File: src/sv/hcbd_pkg.sv
`default_nettype none

package hcbd_pkg;

    localparam int LEN_BITS_DEF = 32;
    localparam int CFG_IDX_W = 4;
    localparam logic [31:0] BODY_LIMIT_RST = 32'd1048576;
    localparam logic [4:0] MAX_DIGITS_RST = 5'd8;

    localparam logic [CFG_IDX_W-1:0] CFG_BODY_LIMIT = 4'd0;
    localparam logic [CFG_IDX_W-1:0] CFG_MAX_DIGITS = 4'd1;

    localparam logic [7:0] CH_CR = 8'h0d;
    localparam logic [7:0] CH_LF = 8'h0a;
    localparam logic [7:0] CH_SEMI = 8'h3b;
    localparam logic [4:0] HEX_BAD = 5'd16;
    localparam logic [4:0] HEX_ALPHA = 5'd10;

    localparam logic KIND_DATA = 1'b0;
    localparam logic KIND_STATUS = 1'b1;

    typedef enum logic [2:0] {
        PH_SIZE    = 3'd0,
        PH_EXT     = 3'd1,
        PH_SIZE_LF = 3'd2,
        PH_DATA    = 3'd3,
        PH_DATA_CR = 3'd4,
        PH_DATA_LF = 3'd5,
        PH_DONE    = 3'd6,
        PH_ERR     = 3'd7
    } t_phase;

    typedef enum logic [1:0] {
        ST_OK        = 2'd0,
        ST_FRAMING   = 2'd1,
        ST_TOO_LARGE = 2'd2,
        ST_TRUNCATED = 2'd3
    } t_status;

    typedef struct packed {
        logic [7:0] in_byte;
        logic       last_in;
    } t_in_item;

    typedef struct packed {
        logic        kind;
        logic [7:0]  out_byte;
        t_status     status;
        logic [31:0] body_len;
    } t_out_item;

    typedef struct packed {
        logic [31:0] limit;
        logic [4:0]  max_digits;
    } t_cfg;

    function automatic logic [4:0] hex_value(input logic [7:0] b);
        logic [4:0] v;
        v = HEX_BAD;
        if (b >= 8'h30 && b <= 8'h39) begin
            v = 5'(b - 8'h30);
        end else if (b >= 8'h61 && b <= 8'h66) begin
            v = 5'(b - 8'h61) + HEX_ALPHA;
        end else if (b >= 8'h41 && b <= 8'h46) begin
            v = 5'(b - 8'h41) + HEX_ALPHA;
        end
        return v;
    endfunction

endpackage

`default_nettype wire

File: src/sv/hcbd_in_reg.sv
`default_nettype none

module hcbd_in_reg (
    input  wire                i_clk,
    input  wire                i_rst_n,
    input  wire                i_valid,
    input  hcbd_pkg::t_in_item i_data,
    output logic               o_stall,
    output logic               o_valid,
    output hcbd_pkg::t_in_item o_data,
    input  wire                i_ready
);
    import hcbd_pkg::*;

    logic     r_valid;
    t_in_item r_data;
    logic     load;

    assign load    = !r_valid || i_ready;
    assign o_stall = !load;
    assign o_valid = r_valid;
    assign o_data  = r_data;

    always_ff @(posedge i_clk) begin
        if (!i_rst_n) begin
            r_valid <= 1'b0;
        end else if (load) begin
            r_valid <= i_valid;
        end
    end

    always_ff @(posedge i_clk) begin
        if (load && i_valid) begin
            r_data <= i_data;
        end
    end

endmodule

`default_nettype wire

File: src/sv/hcbd_step.sv
`default_nettype none

module hcbd_step #(
    parameter int LEN_BITS = hcbd_pkg::LEN_BITS_DEF
) (
    input  wire                 i_clk,
    input  wire                 i_rst_n,
    input  hcbd_pkg::t_cfg      i_cfg,
    input  wire                 i_fire,
    input  hcbd_pkg::t_in_item  i_item,
    output logic                o_res_valid,
    output hcbd_pkg::t_out_item o_res
);
    import hcbd_pkg::*;

    localparam int CW = (LEN_BITS + 4 > 32) ? LEN_BITS + 4 : 32;
    localparam int OW = (LEN_BITS > 32) ? LEN_BITS : 32;

    t_phase              r_phase, n_phase;
    logic [LEN_BITS-1:0] r_size_accum, n_size_accum;
    logic                r_size_over, n_size_over;
    logic [4:0]          r_digit_count, n_digit_count;
    logic [LEN_BITS-1:0] r_bytes_left, n_bytes_left;
    logic [LEN_BITS-1:0] r_total_len, n_total_len;

    logic [7:0]    b;
    logic [4:0]    nib;
    logic [5:0]    dig_next;
    logic [CW-1:0] lim_c;
    logic [CW-1:0] val_c;
    logic [CW-1:0] sum_c;
    logic [OW-1:0] len_w;
    logic          err;
    t_status       err_code;
    logic          data;

    assign b        = i_item.in_byte;
    assign nib      = hex_value(b);
    assign dig_next = {1'b0, r_digit_count} + 6'd1;
    assign lim_c    = CW'(i_cfg.limit);
    assign val_c    = CW'({r_size_accum, 4'b0000}) | CW'(nib[3:0]);
    assign sum_c    = CW'(r_total_len) + CW'(r_size_accum);

    always_comb begin
        n_phase       = r_phase;
        n_size_accum  = r_size_accum;
        n_size_over   = r_size_over;
        n_digit_count = r_digit_count;
        n_bytes_left  = r_bytes_left;
        n_total_len   = r_total_len;
        err           = 1'b0;
        err_code      = ST_FRAMING;
        data          = 1'b0;
        o_res_valid   = 1'b0;
        o_res         = '{kind: KIND_DATA, out_byte: 8'd0, status: ST_OK, body_len: 32'd0};
        len_w         = '0;

        unique case (r_phase)
            PH_SIZE: begin
                if (b == CH_CR || b == CH_SEMI) begin
                    if (r_digit_count == 5'd0) begin
                        err = 1'b1;
                    end else begin
                        n_phase = (b == CH_CR) ? PH_SIZE_LF : PH_EXT;
                    end
                end else if (nib[4] || dig_next > {1'b0, i_cfg.max_digits}) begin
                    err = 1'b1;
                end else begin
                    n_digit_count = dig_next[4:0];
                    if (!r_size_over) begin
                        if (val_c > lim_c) begin
                            n_size_over = 1'b1;
                        end else begin
                            n_size_accum = val_c[LEN_BITS-1:0];
                        end
                    end
                end
            end
            PH_EXT: begin
                if (b == CH_CR) begin
                    n_phase = PH_SIZE_LF;
                end
            end
            PH_SIZE_LF: begin
                if (b != CH_LF) begin
                    err = 1'b1;
                end else if (r_size_over) begin
                    err      = 1'b1;
                    err_code = ST_TOO_LARGE;
                end else if (r_size_accum == '0) begin
                    n_phase = PH_DONE;
                end else if (sum_c > lim_c) begin
                    err      = 1'b1;
                    err_code = ST_TOO_LARGE;
                end else begin
                    n_bytes_left = r_size_accum;
                    n_phase      = PH_DATA;
                end
                n_size_accum  = '0;
                n_size_over   = 1'b0;
                n_digit_count = 5'd0;
            end
            PH_DATA: begin
                if (r_bytes_left != '0) begin
                    n_bytes_left = r_bytes_left - 1'b1;
                    n_total_len  = r_total_len + 1'b1;
                    data         = 1'b1;
                end
                if (n_bytes_left == '0) begin
                    n_phase = PH_DATA_CR;
                end
            end
            PH_DATA_CR: begin
                if (b == CH_CR) begin
                    n_phase = PH_DATA_LF;
                end else begin
                    err = 1'b1;
                end
            end
            PH_DATA_LF: begin
                if (b == CH_LF) begin
                    n_phase       = PH_SIZE;
                    n_size_accum  = '0;
                    n_size_over   = 1'b0;
                    n_digit_count = 5'd0;
                end else begin
                    err = 1'b1;
                end
            end
            PH_DONE, PH_ERR: begin
            end
            default: begin
            end
        endcase

        if (i_item.last_in) begin
            if (r_phase != PH_ERR) begin
                o_res_valid = 1'b1;
                o_res.kind  = KIND_STATUS;
                if (err) begin
                    o_res.status = err_code;
                end else if (n_phase == PH_DONE
                             || (n_phase == PH_SIZE && n_digit_count == 5'd0)) begin
                    len_w          = OW'(n_total_len);
                    o_res.status   = ST_OK;
                    o_res.body_len = len_w[31:0];
                end else if (n_phase == PH_DATA) begin
                    o_res.status = ST_TRUNCATED;
                end else begin
                    o_res.status = ST_FRAMING;
                end
            end
            n_phase       = PH_SIZE;
            n_size_accum  = '0;
            n_size_over   = 1'b0;
            n_digit_count = 5'd0;
            n_bytes_left  = '0;
            n_total_len   = '0;
        end else if (err) begin
            n_phase       = PH_ERR;
            n_size_accum  = '0;
            n_size_over   = 1'b0;
            n_digit_count = 5'd0;
            n_bytes_left  = '0;
            o_res_valid   = 1'b1;
            o_res.kind    = KIND_STATUS;
            o_res.status  = err_code;
        end else if (data) begin
            o_res_valid    = 1'b1;
            o_res.out_byte = b;
        end
    end

    always_ff @(posedge i_clk) begin
        if (!i_rst_n) begin
            r_phase       <= PH_SIZE;
            r_size_accum  <= '0;
            r_size_over   <= 1'b0;
            r_digit_count <= 5'd0;
            r_bytes_left  <= '0;
            r_total_len   <= '0;
        end else if (i_fire) begin
            r_phase       <= n_phase;
            r_size_accum  <= n_size_accum;
            r_size_over   <= n_size_over;
            r_digit_count <= n_digit_count;
            r_bytes_left  <= n_bytes_left;
            r_total_len   <= n_total_len;
        end
    end

    a_data_from_data_phase: assert property (@(posedge i_clk) disable iff (!i_rst_n)
        i_fire && o_res_valid && o_res.kind == KIND_DATA |-> r_phase == PH_DATA)
        else $error("data transfer outside the data phase");

    a_silent_after_error: assert property (@(posedge i_clk) disable iff (!i_rst_n)
        i_fire && r_phase == PH_ERR |-> !o_res_valid)
        else $error("result produced after an error");

    a_error_parks: assert property (@(posedge i_clk) disable iff (!i_rst_n)
        i_fire && o_res_valid && o_res.kind == KIND_STATUS && !i_item.last_in
        |=> r_phase == PH_ERR)
        else $error("error status without entering the error phase");

    a_size_line_no_owed: assert property (@(posedge i_clk) disable iff (!i_rst_n)
        r_phase == PH_SIZE || r_phase == PH_EXT || r_phase == PH_SIZE_LF
        |-> r_bytes_left == '0)
        else $error("data still owed inside a size line");

endmodule

`default_nettype wire

File: src/sv/hcbd_out_reg.sv
`default_nettype none

module hcbd_out_reg (
    input  wire                 i_clk,
    input  wire                 i_rst_n,
    input  wire                 i_load,
    input  wire                 i_res_valid,
    input  hcbd_pkg::t_out_item i_res,
    output logic                o_ready,
    output logic                o_valid,
    output hcbd_pkg::t_out_item o_data,
    input  wire                 i_stall
);
    import hcbd_pkg::*;

    logic      r_valid;
    t_out_item r_data;

    assign o_ready = !r_valid || !i_stall;
    assign o_valid = r_valid;
    assign o_data  = r_data;

    always_ff @(posedge i_clk) begin
        if (!i_rst_n) begin
            r_valid <= 1'b0;
        end else if (o_ready) begin
            r_valid <= i_load && i_res_valid;
        end
    end

    always_ff @(posedge i_clk) begin
        if (o_ready && i_load && i_res_valid) begin
            r_data <= i_res;
        end
    end

endmodule

`default_nettype wire

File: src/sv/http_chunked_body_decoder_top.sv
// Streaming HTTP/1.1 chunked body decoder. Takes one encoded byte per cycle
// while the output side does not stall and produces at most one result per
// byte: a decoded data byte, or a final status (ok with the decoded length,
// framing error, body too large, truncated chunk). Each byte passes through the
// input register and then the result register, with the per-byte parse between
// them combinational. The first error is reported at once and later bytes are
// dropped up to the byte flagged last, after which the decoder re-arms. Write
// the limits only while no byte is in flight.
`default_nettype none

module http_chunked_body_decoder_top #(
    parameter int LEN_BITS = hcbd_pkg::LEN_BITS_DEF
) (
    input  wire                                i_clk,
    input  wire                                i_rst_n,
    input  wire                                i_valid,
    input  hcbd_pkg::t_in_item                 i_data,
    output logic                               o_stall,
    output logic                               o_valid,
    output hcbd_pkg::t_out_item                o_data,
    input  wire                                i_stall,
    input  wire                                i_cfg_valid,
    output logic                               o_cfg_ready,
    input  wire  [hcbd_pkg::CFG_IDX_W-1:0]     i_cfg_index,
    input  wire  [31:0]                        i_cfg_data
);
    import hcbd_pkg::*;

    localparam int WIDE = (LEN_BITS > 32) ? LEN_BITS : 32;
    localparam logic [WIDE-1:0] MASK = (WIDE'(1) << LEN_BITS) - WIDE'(1);
    localparam logic [WIDE-1:0] LIMIT_RST_W =
        (WIDE'(BODY_LIMIT_RST) > MASK) ? MASK : WIDE'(BODY_LIMIT_RST);

    logic [31:0]   r_limit;
    logic [4:0]    r_max_digits;
    logic [WIDE-1:0] cfg_w;
    logic [WIDE-1:0] cfg_lim;
    t_cfg          cfg;

    logic          stg_valid;
    t_in_item      stg_item;
    logic          out_ready;
    logic          fire;
    logic          res_valid;
    t_out_item     res;

    assign o_cfg_ready = 1'b1;
    assign cfg_w       = WIDE'(i_cfg_data);
    assign cfg_lim     = (cfg_w > MASK) ? MASK : cfg_w;
    assign cfg         = '{limit: r_limit, max_digits: r_max_digits};
    assign fire        = stg_valid && out_ready;

    always_ff @(posedge i_clk) begin
        if (!i_rst_n) begin
            r_limit      <= LIMIT_RST_W[31:0];
            r_max_digits <= MAX_DIGITS_RST;
        end else if (i_cfg_valid && o_cfg_ready) begin
            unique case (i_cfg_index)
                CFG_BODY_LIMIT: r_limit <= cfg_lim[31:0];
                CFG_MAX_DIGITS: r_max_digits <= i_cfg_data[4:0];
                default: begin
                end
            endcase
        end
    end

    hcbd_in_reg u_in_reg (
        .i_clk   (i_clk),
        .i_rst_n (i_rst_n),
        .i_valid (i_valid),
        .i_data  (i_data),
        .o_stall (o_stall),
        .o_valid (stg_valid),
        .o_data  (stg_item),
        .i_ready (out_ready)
    );

    hcbd_step #(
        .LEN_BITS (LEN_BITS)
    ) u_step (
        .i_clk       (i_clk),
        .i_rst_n     (i_rst_n),
        .i_cfg       (cfg),
        .i_fire      (fire),
        .i_item      (stg_item),
        .o_res_valid (res_valid),
        .o_res       (res)
    );

    hcbd_out_reg u_out_reg (
        .i_clk       (i_clk),
        .i_rst_n     (i_rst_n),
        .i_load      (fire),
        .i_res_valid (res_valid),
        .i_res       (res),
        .o_ready     (out_ready),
        .o_valid     (o_valid),
        .o_data      (o_data),
        .i_stall     (i_stall)
    );

endmodule

`default_nettype wire
File: config.mk
export PLATFORM = sky130hd
export DESIGN_NAME = http_chunked_body_decoder_top
export DESIGN_NICKNAME = d
export VERILOG_FILES = /design/src/sv/hcbd_pkg.sv /design/src/sv/hcbd_in_reg.sv /design/src/sv/hcbd_step.sv /design/src/sv/hcbd_out_reg.sv /design/src/sv/http_chunked_body_decoder_top.sv
export SDC_FILE = /design/constraint.sdc
export NUM_CORES = 1
export LEC_CHECK = 0
export BUFFER_PORTS_ARGS = -buffer_cell sky130_fd_sc_hd__buf_2
export CAP_MARGIN = 20
export CORE_UTILIZATION = 60
export DETAILED_ROUTE_END_ITERATION = 8
export PLACE_DENSITY_LB_ADDON = 0.1
export SYNTH_ARGS = -nofsm -noshare
export SYNTH_HDL_FRONTEND = slang
export SYNTH_HIERARCHICAL = 1
export SYNTH_SLANG_ARGS = --single-unit
File: constraint.sdc
create_clock -name i_clk -period 7.6 [get_ports i_clk]
set_input_delay 0.76 -clock i_clk [delete_from_list [all_inputs] [get_ports i_clk]]
set_output_delay 0.76 -clock i_clk [all_outputs]
set_load 0.01 [all_outputs]
; Yosys cells after proc, flatten, opt, wreduce, memory -nomap -nowiden
; Index checks and enable logic that the tools add are counted.
[classes]
addsub = 9
reduce_logical = 35
bitwise = 5
n_mux = 83
n_lt_le_gt_ge = 10
n_mul = 0
shift = 0
div = 0
eq_ne = 22
[ops]
columns = cell, n
row1 = two-way mux 32 bit, 21
row2 = case mux 32 bit (3 select lines), 1
row3 = > comparator 36 x 32 -> 1 bit, 2
row4 = zero test 32 bit, 2
row5 = case mux 32 bit (2 select lines), 1
row6 = two-way mux 5 bit, 8
row7 = two-way mux 3 bit, 12
row8 = bitwise OR 36 x 4 -> 36 bit, 1
row9 = two-way mux 34 bit, 1
row10 = adder 32 x 32 -> 33 bit, 1
row11 = adder 32 x 1 -> 32 bit (second input constant), 1
row12 = > comparator 32 bit (second input constant), 1
row13 = nonzero test 32 bit, 1
row14 = subtractor 32 x 1 -> 32 bit (second input constant), 1
row15 = two-way mux 1 bit, 24
row16 = inequality test 4 x 3 -> 1 bit (second input constant), 6
row17 = two-way mux 2 bit, 11
row18 = case mux 3 bit (6 select lines), 1
row19 = equality test 8 x 4 -> 1 bit (second input constant), 2
row20 = greater-or-equal comparator 8 x 7 -> 1 bit (second input constant), 2
row21 = less-or-equal comparator 8 x 7 -> 1 bit (second input constant), 2
row22 = case mux 5 bit (3 select lines), 1
row23 = adder 5 x 4 -> 5 bit (second input constant), 2
row24 = zero test 5 bit, 2
row25 = 31 further kinds, 57
[word_totals]
wordCells = 180
in_bits = 50
ram_bits = 0
romBits = 0
regBits = 196
n_memories = 0
latch_bits = 0

; Depth between registers and ports, before layout
[logic_depth]
depth_word = 16
depth_mapped = 24

; Modules after synthesis
; The synthesis kept the hierarchy.
[by_module_without_submodules]
columns = mod, area_per_inst_um2, n_inst, cells_each, seq_area_each_um2
row1 = hcbd_step, 9838.2, 1, 1319, 2102.0
row2 = http_chunked_body_decoder_top, 1532.7, 1, 162, 740.7
row3 = hcbd_out_reg, 1337.5, 1, 48, 1311.3
row4 = hcbd_in_reg, 317.8, 1, 13, 290.3

; Least setup slack after synthesis
; OpenSTA, ideal clock, no wires.
[synth_timing]
kind = register to register
from = register u_step.r_total_len[0]
to = register u_out_reg.r_data (netlist bit u_out_reg/o_data[0]) (enable)
path_buffers = 0
required_time_ns = 7.142
slack_ns = 0.813
setup_ns = 0.458
arrival_ns = 6.329
path_stages_with_launch = 23
path_cell_list = dfxtp_1 > ha_1 > inv_1 > fa_1 > nor2b_1 > o31a_1 > o211ai_1 > nand2_1 > a31oi_1 > o21ai_0 > a21boi_0 > xnor2_1 > ha_1 > nand4_1 > nor4_1 > o21ai_0 > a41o_1 > a31oi_1 > nor2_1 > o21ai_0 > or2_2 > nand2_1 > a21oi_1
[synth_between]
elab_chain_len = 10
[synth_rtl]
columns = element, line
row1 = from (decl), hcbd_step.sv:24  ; logic [LEN_BITS-1:0] r_total_len, n_total_len;
row2 = from (signal assigned), hcbd_step.sv:188  ; r_total_len <= n_total_len;
row3 = adder 32 x 32 -> 33 bit, hcbd_step.sv:42  ; assign sum_c = CW'(r_total_len) + CW'(r_size_accum);
row4 = > comparator 36 x 32 -> 1 bit, hcbd_step.sv:92  ; end else if (sum_c > lim_c) begin
row5 = two-way mux 1 bit, hcbd_step.sv:92
row6 = two-way mux 1 bit, hcbd_step.sv:90  ; end else if (r_size_accum == '0) begin
row7 = two-way mux 1 bit, hcbd_step.sv:87  ; end else if (r_size_over) begin
row8 = two-way mux 1 bit, hcbd_step.sv:85  ; if (b != CH_LF) begin
row9 = case mux 1 bit (4 select lines), hcbd_step.sv:58  ; unique case (r_phase)
row10 = two-way mux 1 bit, hcbd_step.sv:159  ; end else if (err) begin
row11 = two-way mux 1 bit, hcbd_step.sv:136  ; if (i_item.last_in) begin
row12 = via res_valid, http_chunked_body_decoder_top.sv:44  ; logic res_valid;
row13 = logical AND 1 bit, hcbd_out_reg.sv:32  ; if (o_ready && i_load && i_res_valid) begin
row14 = to (signal assigned), hcbd_out_reg.sv:33  ; r_data <= i_res;
row15 = to (decl), hcbd_out_reg.sv:17  ; t_out_item r_data;
; The timed path passes the listed nets, and every way through them passes these cells.
; A chain may end at the register's enable or synchronous reset.

; Worst setup path after layout
[layout_timing]
from = register u_step.r_total_len[0]
to = register u_out_reg.r_data (netlist bit u_out_reg/o_data[30]) (enable)
; The elaborated chain is that of the path after synthesis.

==> results.py <==
metrics = {
    "die": {
        "die_w_um": 149,
        "die_area_sq_mm": 0.0223,
        "core_area_sq_mm": 0.0212,
        "ioPinCount": 96,
        "row_count": 53,
        "die-height_um": 149,
        "start_util_pct": 61.6,
    },
    "clock_network": {
        "h-tree-depth": 4,
        "clk_pin_slew_worst_paths_ns": 0.08,
        "clock-sinks": 196,
        "clockBufferDepth": 2,
        "numCtsBuffers": 17,
        "postCtsHoldBufs": 0,
        "clockRootBuffer": "clkbuf_16",
        "clock_latency_ns": 0.44,
        "ctsResizeCount": 0,
        "post_cts_buffers": 0,
        "cts_tree": "done",
    },
    "pwr": {
        "power.leakage_nw": 5.55,
        "p_comb_share_pct": 8.0,
        "power.density_mw_per_mm2": 155,
        "clkPwrFrac_pct": 41.9,
        "vdd_ir_drop_max_uv": 148,
        "swShare_pct": 26.4,
        "internal-power_mw": 1.62,
        "switching_power_uw": 580,
        "power.share.sequential_pct": 50.1,
    },
    "route": {
        "drtIter0Drc": 1139,
        "postRouteAntennaNets": 0,
        "drc": 0,
        "wirelength_um": 37800,
        "drt-pass1-iter-count": 6,
        "wl_per_cell_um": 20.1,
        "via_per_inst": 6.41,
        "num_vias": 12100,
    },
    "setup_path": {
        "crit_chain": "ha_1, inv_1, fa_1, nor2b_1, o31a_1, o211ai_1, nand2_1, a31oi_1, o21ai_0, a21boi_0, xnor2_1, ha_1, nand4_1, nor4_1, o21ai_0, a41o_1, a31oi_1, buf_4, nor2_1, o21ai_0, or2_2, nand2_1, a21oi_4, buf_4",
        "r2r_start": "u_step/r_total_len[0]",
        "worstPathRequired_ns": 7.74,
        "startpoint_type": "register",
        "crit_path_end_kind": "register",
        "cp_data_arrival_time_ns": 6.44,
        "worst-path-buf-inv": 3,
        "path_max_fanout": 31,
        "cp_slowest_cell": "a21oi_4",
        "r2r_cells": 24,
        "critical_path_class": "register to register",
        "r2r-end": "u_out_reg/o_data[30]",
        "cpLargestDelayFamily": "compound AO/OA/AOI/OAI gates",
        "cpMostUsedCell": "o21ai_0",
        "regToRegSetupSlack_ns": 1.30,
        "slowest_delay_ns": 0.77,
    },
    "yosys": {
        "synth_seq_area_share_pct": 34.1,
        "ys_seq_elements": 196,
        "synth_edf_count": 52,
        "synth_ff_type": "dfxtp_1",
        "ys_warn_count": 6,
        "syn_nets": 1702,
        "syn_avg_cell_area_sq_um": 8.45,
        "netlist_instances": 1542,
        "ys_async_sr_fraction_pct": 0,
        "netlist_area_sq_mm": 0.0130,
        "synth.distinct_cells": 82,
    },
    "hold_path": {
        "whs_path_depth": 2,
        "min_path_type": "register to register",
        "hp-start": "r_limit[14]",
        "worstHoldEndpoint": "r_limit[14]",
    },
    "timing": {
        "relSlewSlack_pct": 12.6,
        "period_minus_slack_ns": 6.30,
        "fin_tns_setup_ns": 0,
        "worstMarginPinSlew_ns": 1.30,
        "fin_crit_sh_pct": 82.9,
        "hold_viol": 0,
        "whs_ns": 0.460,
        "worst_slack_ns": 1.30,
        "setup_viol": 0,
        "fin_skew_ns": 0.0183,
        "rsz0062_at_grt": "no",
        "slew_violations": 0,
        "fmax_mhz": 159,
    },
    "cells_and_area": {
        "final_cells": 1880,
        "nets": 1751,
        "final-seq-area_sq_mm": 0.00444,
        "area_growth_pct": 8.86,
        "nFillCells": 1790,
        "drive_gt1_share_pct": 10.3,
        "finish.utilization_pct": 67.0,
        "multiInputGateArea_sq_mm": 0.00794,
    },
    "grt": {
        "first_global_vias": 11100,
        "track_usage_pct": 34.4,
        "grt_overflow": 0,
        "grt_max_degree": 86,
        "grt_pass1_wl_um": 59100,
        "antenna_found_initial": 1,
    },
    "place": {
        "numPortBuffers": 94,
        "pre_cts_ws_ns": 1.46,
        "place_congestion": 0.981,
        "dp_cells": 1847,
        "dp_hpwl_um": 28000,
    },
    "outcome": {
        "status": "complete, no violations",
    },
    "flow_run": {
        "maxCapViolCount": 0,
    },
}
-- layer usage --
| layer | part of all wire [%] | GRT usage (%) |
|---|---|---|
| met5 | 0 | 0 |
| met4 | 5.3 | 19.3 |
| met3 | 8.6 | 6.64 |
| met2 | 45 | 54.1 |
| met1 | 41 | 44.2 |
-- power by group through the flow --
stage                     Combinational [mW]  Sequential [mW]  Clock, mW
after floorplan                        0.111             1.13          0
after global placement                 0.171             1.12          0
after detailed placement               0.174             1.13          0
after CTS                              0.174             1.10      0.938
after global routing                   0.193             1.10      0.972
final                                  0.177             1.10      0.919
-- cell usage in the layout, fill, tap and decap left out, types with 16 or more instances in the layout --
master / synthesis / final
o21ai_0: 86 / 86
nand4_1: 30 / 30
dfxtp_1: 144 / 144
and3_1: 24 / 24
o211ai_1: 16 / 16
a21oi_1: 110 / 109
clkbuf_16: 0 / 17
a22o_1: 36 / 36
mux2i_1: 38 / 38
inv_1: 75 / 75
nand2_1: 169 / 169
or3_1: 16 / 16
xnor2_1: 47 / 47
xor2_1: 20 / 20
nor3_1: 39 / 39
ha_1: 109 / 109
edfxtp_1: 52 / 52
buf_2: 4 / 94
a21o_1: 17 / 17
nor2_1: 132 / 132
nor4_1: 30 / 30
nand3_1: 43 / 42
-- worst reg2reg max path: cells and delay by family, from the launching register on --
kind,cells,cell delay (ns)
compound gates,10,2.67
simple gates,7,1.16
fa+ha+maj,3,0.94
buf+inv,3,0.63
flops,1,0.45
xor+xnor,1,0.15
-- logic make-up (layout without fill, tap and decap cells) --
| family | count (synthesis) | after routing | synth area share [%] |
|---|---|---|---|
| other cells | 1 | 2 | 0.0288 |
| buf+inv | 153 | 215 | 5.11 |
| fa+ha+maj | 110 | 110 | 10.6 |
| simple gates | 572 | 572 | 22.0 |
| xor+xnor | 67 | 67 | 4.50 |
| compound gates | 405 | 405 | 20.7 |
| mux | 38 | 38 | 2.92 |
| flops | 196 | 196 | 34.1 |
-- worst max path at each step --
| stage | start | to | slack, ns | depth (start not counted) |
|---|---|---|---|---|
| floorplan | u_step/r_total_len[0] | u_out_reg/o_data[0] | 0.81 | 22 |
| global placement | u_step/r_total_len[0] | u_out_reg/o_data[30] | 1.62 | 24 |
| CTS | u_step/r_total_len[0] | u_out_reg/o_data[30] | 1.41 | 24 |
| global route | u_step/r_total_len[0] | u_out_reg/o_data[30] | 0.77 | 24 |
| detailed placement | u_step/r_total_len[0] | u_out_reg/o_data[24] | 1.46 | 24 |
| finish | u_step/r_total_len[0] | u_out_reg/o_data[30] | 1.30 | 24 |
-- cell usage after synthesis (all sizes together) (5+ instances only) --
library cell	n	area share, %
and4	12	0.81
clkbuf	62	1.8
a22oi	9	0.52
nor2	132	3.8
nor3	39	1.5
a31oi	10	0.48
nand2b	6	0.29
and3	24	1.2
nor3b	5	0.29
o2111ai	7	0.47
a21boi	7	0.43
ha	109	10
o211ai	16	0.92
xnor2	47	3.2
a21oi	111	4.4
dfxtp	144	22
nand2	170	4.9
or3	16	0.77
a22o	36	2.4
o22ai	15	0.72
or4	14	0.81
inv	75	2.2
nor4	32	1.6
nand4	30	1.4
a211o	5	0.34
buf	16	1.2
o31ai	8	0.46
a21o	17	0.98
o21bai	7	0.40
edfxtp	52	12
o21a	12	0.69
o31a	6	0.40
xor2	20	1.3
a211oi	11	0.67
and2	10	0.48
nand3b	8	0.46
or2	5	0.24
o21ai	86	3.3
nand3	43	1.7
nor2b	12	0.63
mux2i	38	2.9
o32ai	5	0.34
-- stage by stage --
step | area, sq um | total power [mW]
after floorplan | 13000 | 1.24
final | 14200 | 2.20
after global placement | 13600 | 1.30
after CTS | 14200 | 2.21
after global routing | 14200 | 2.27
after detailed placement | 13600 | 1.30
-- layout make-up --
cell class | count | share of cell area, %
multi-input cells | 1193 | 56.0
flip-flops and latches | 196 | 31.3
clock inverters | 15 | 1.18
well taps | 275 | 2.43
repair buffers | 108 | 4.06
clock buffers | 17 | 3.00
inverters | 75 | 1.99
diodes | 1 | 0.0176
-- state kept, by name, indices dropped and copies added, names as in the netlist --
name,flops
u_out_reg/o_data,43
r_limit,32
u_step/r_bytes_left,32
u_step/r_size_accum,32
u_step/r_total_len,32
u_in_reg/o_data,9
r_max_digits,5
u_step/r_digit_count,5
u_step/r_phase,3
u_in_reg/o_valid,1
u_out_reg/o_valid,1
u_step/r_size_over,1
No activity file was read; power rests on OpenSTA's default activity.
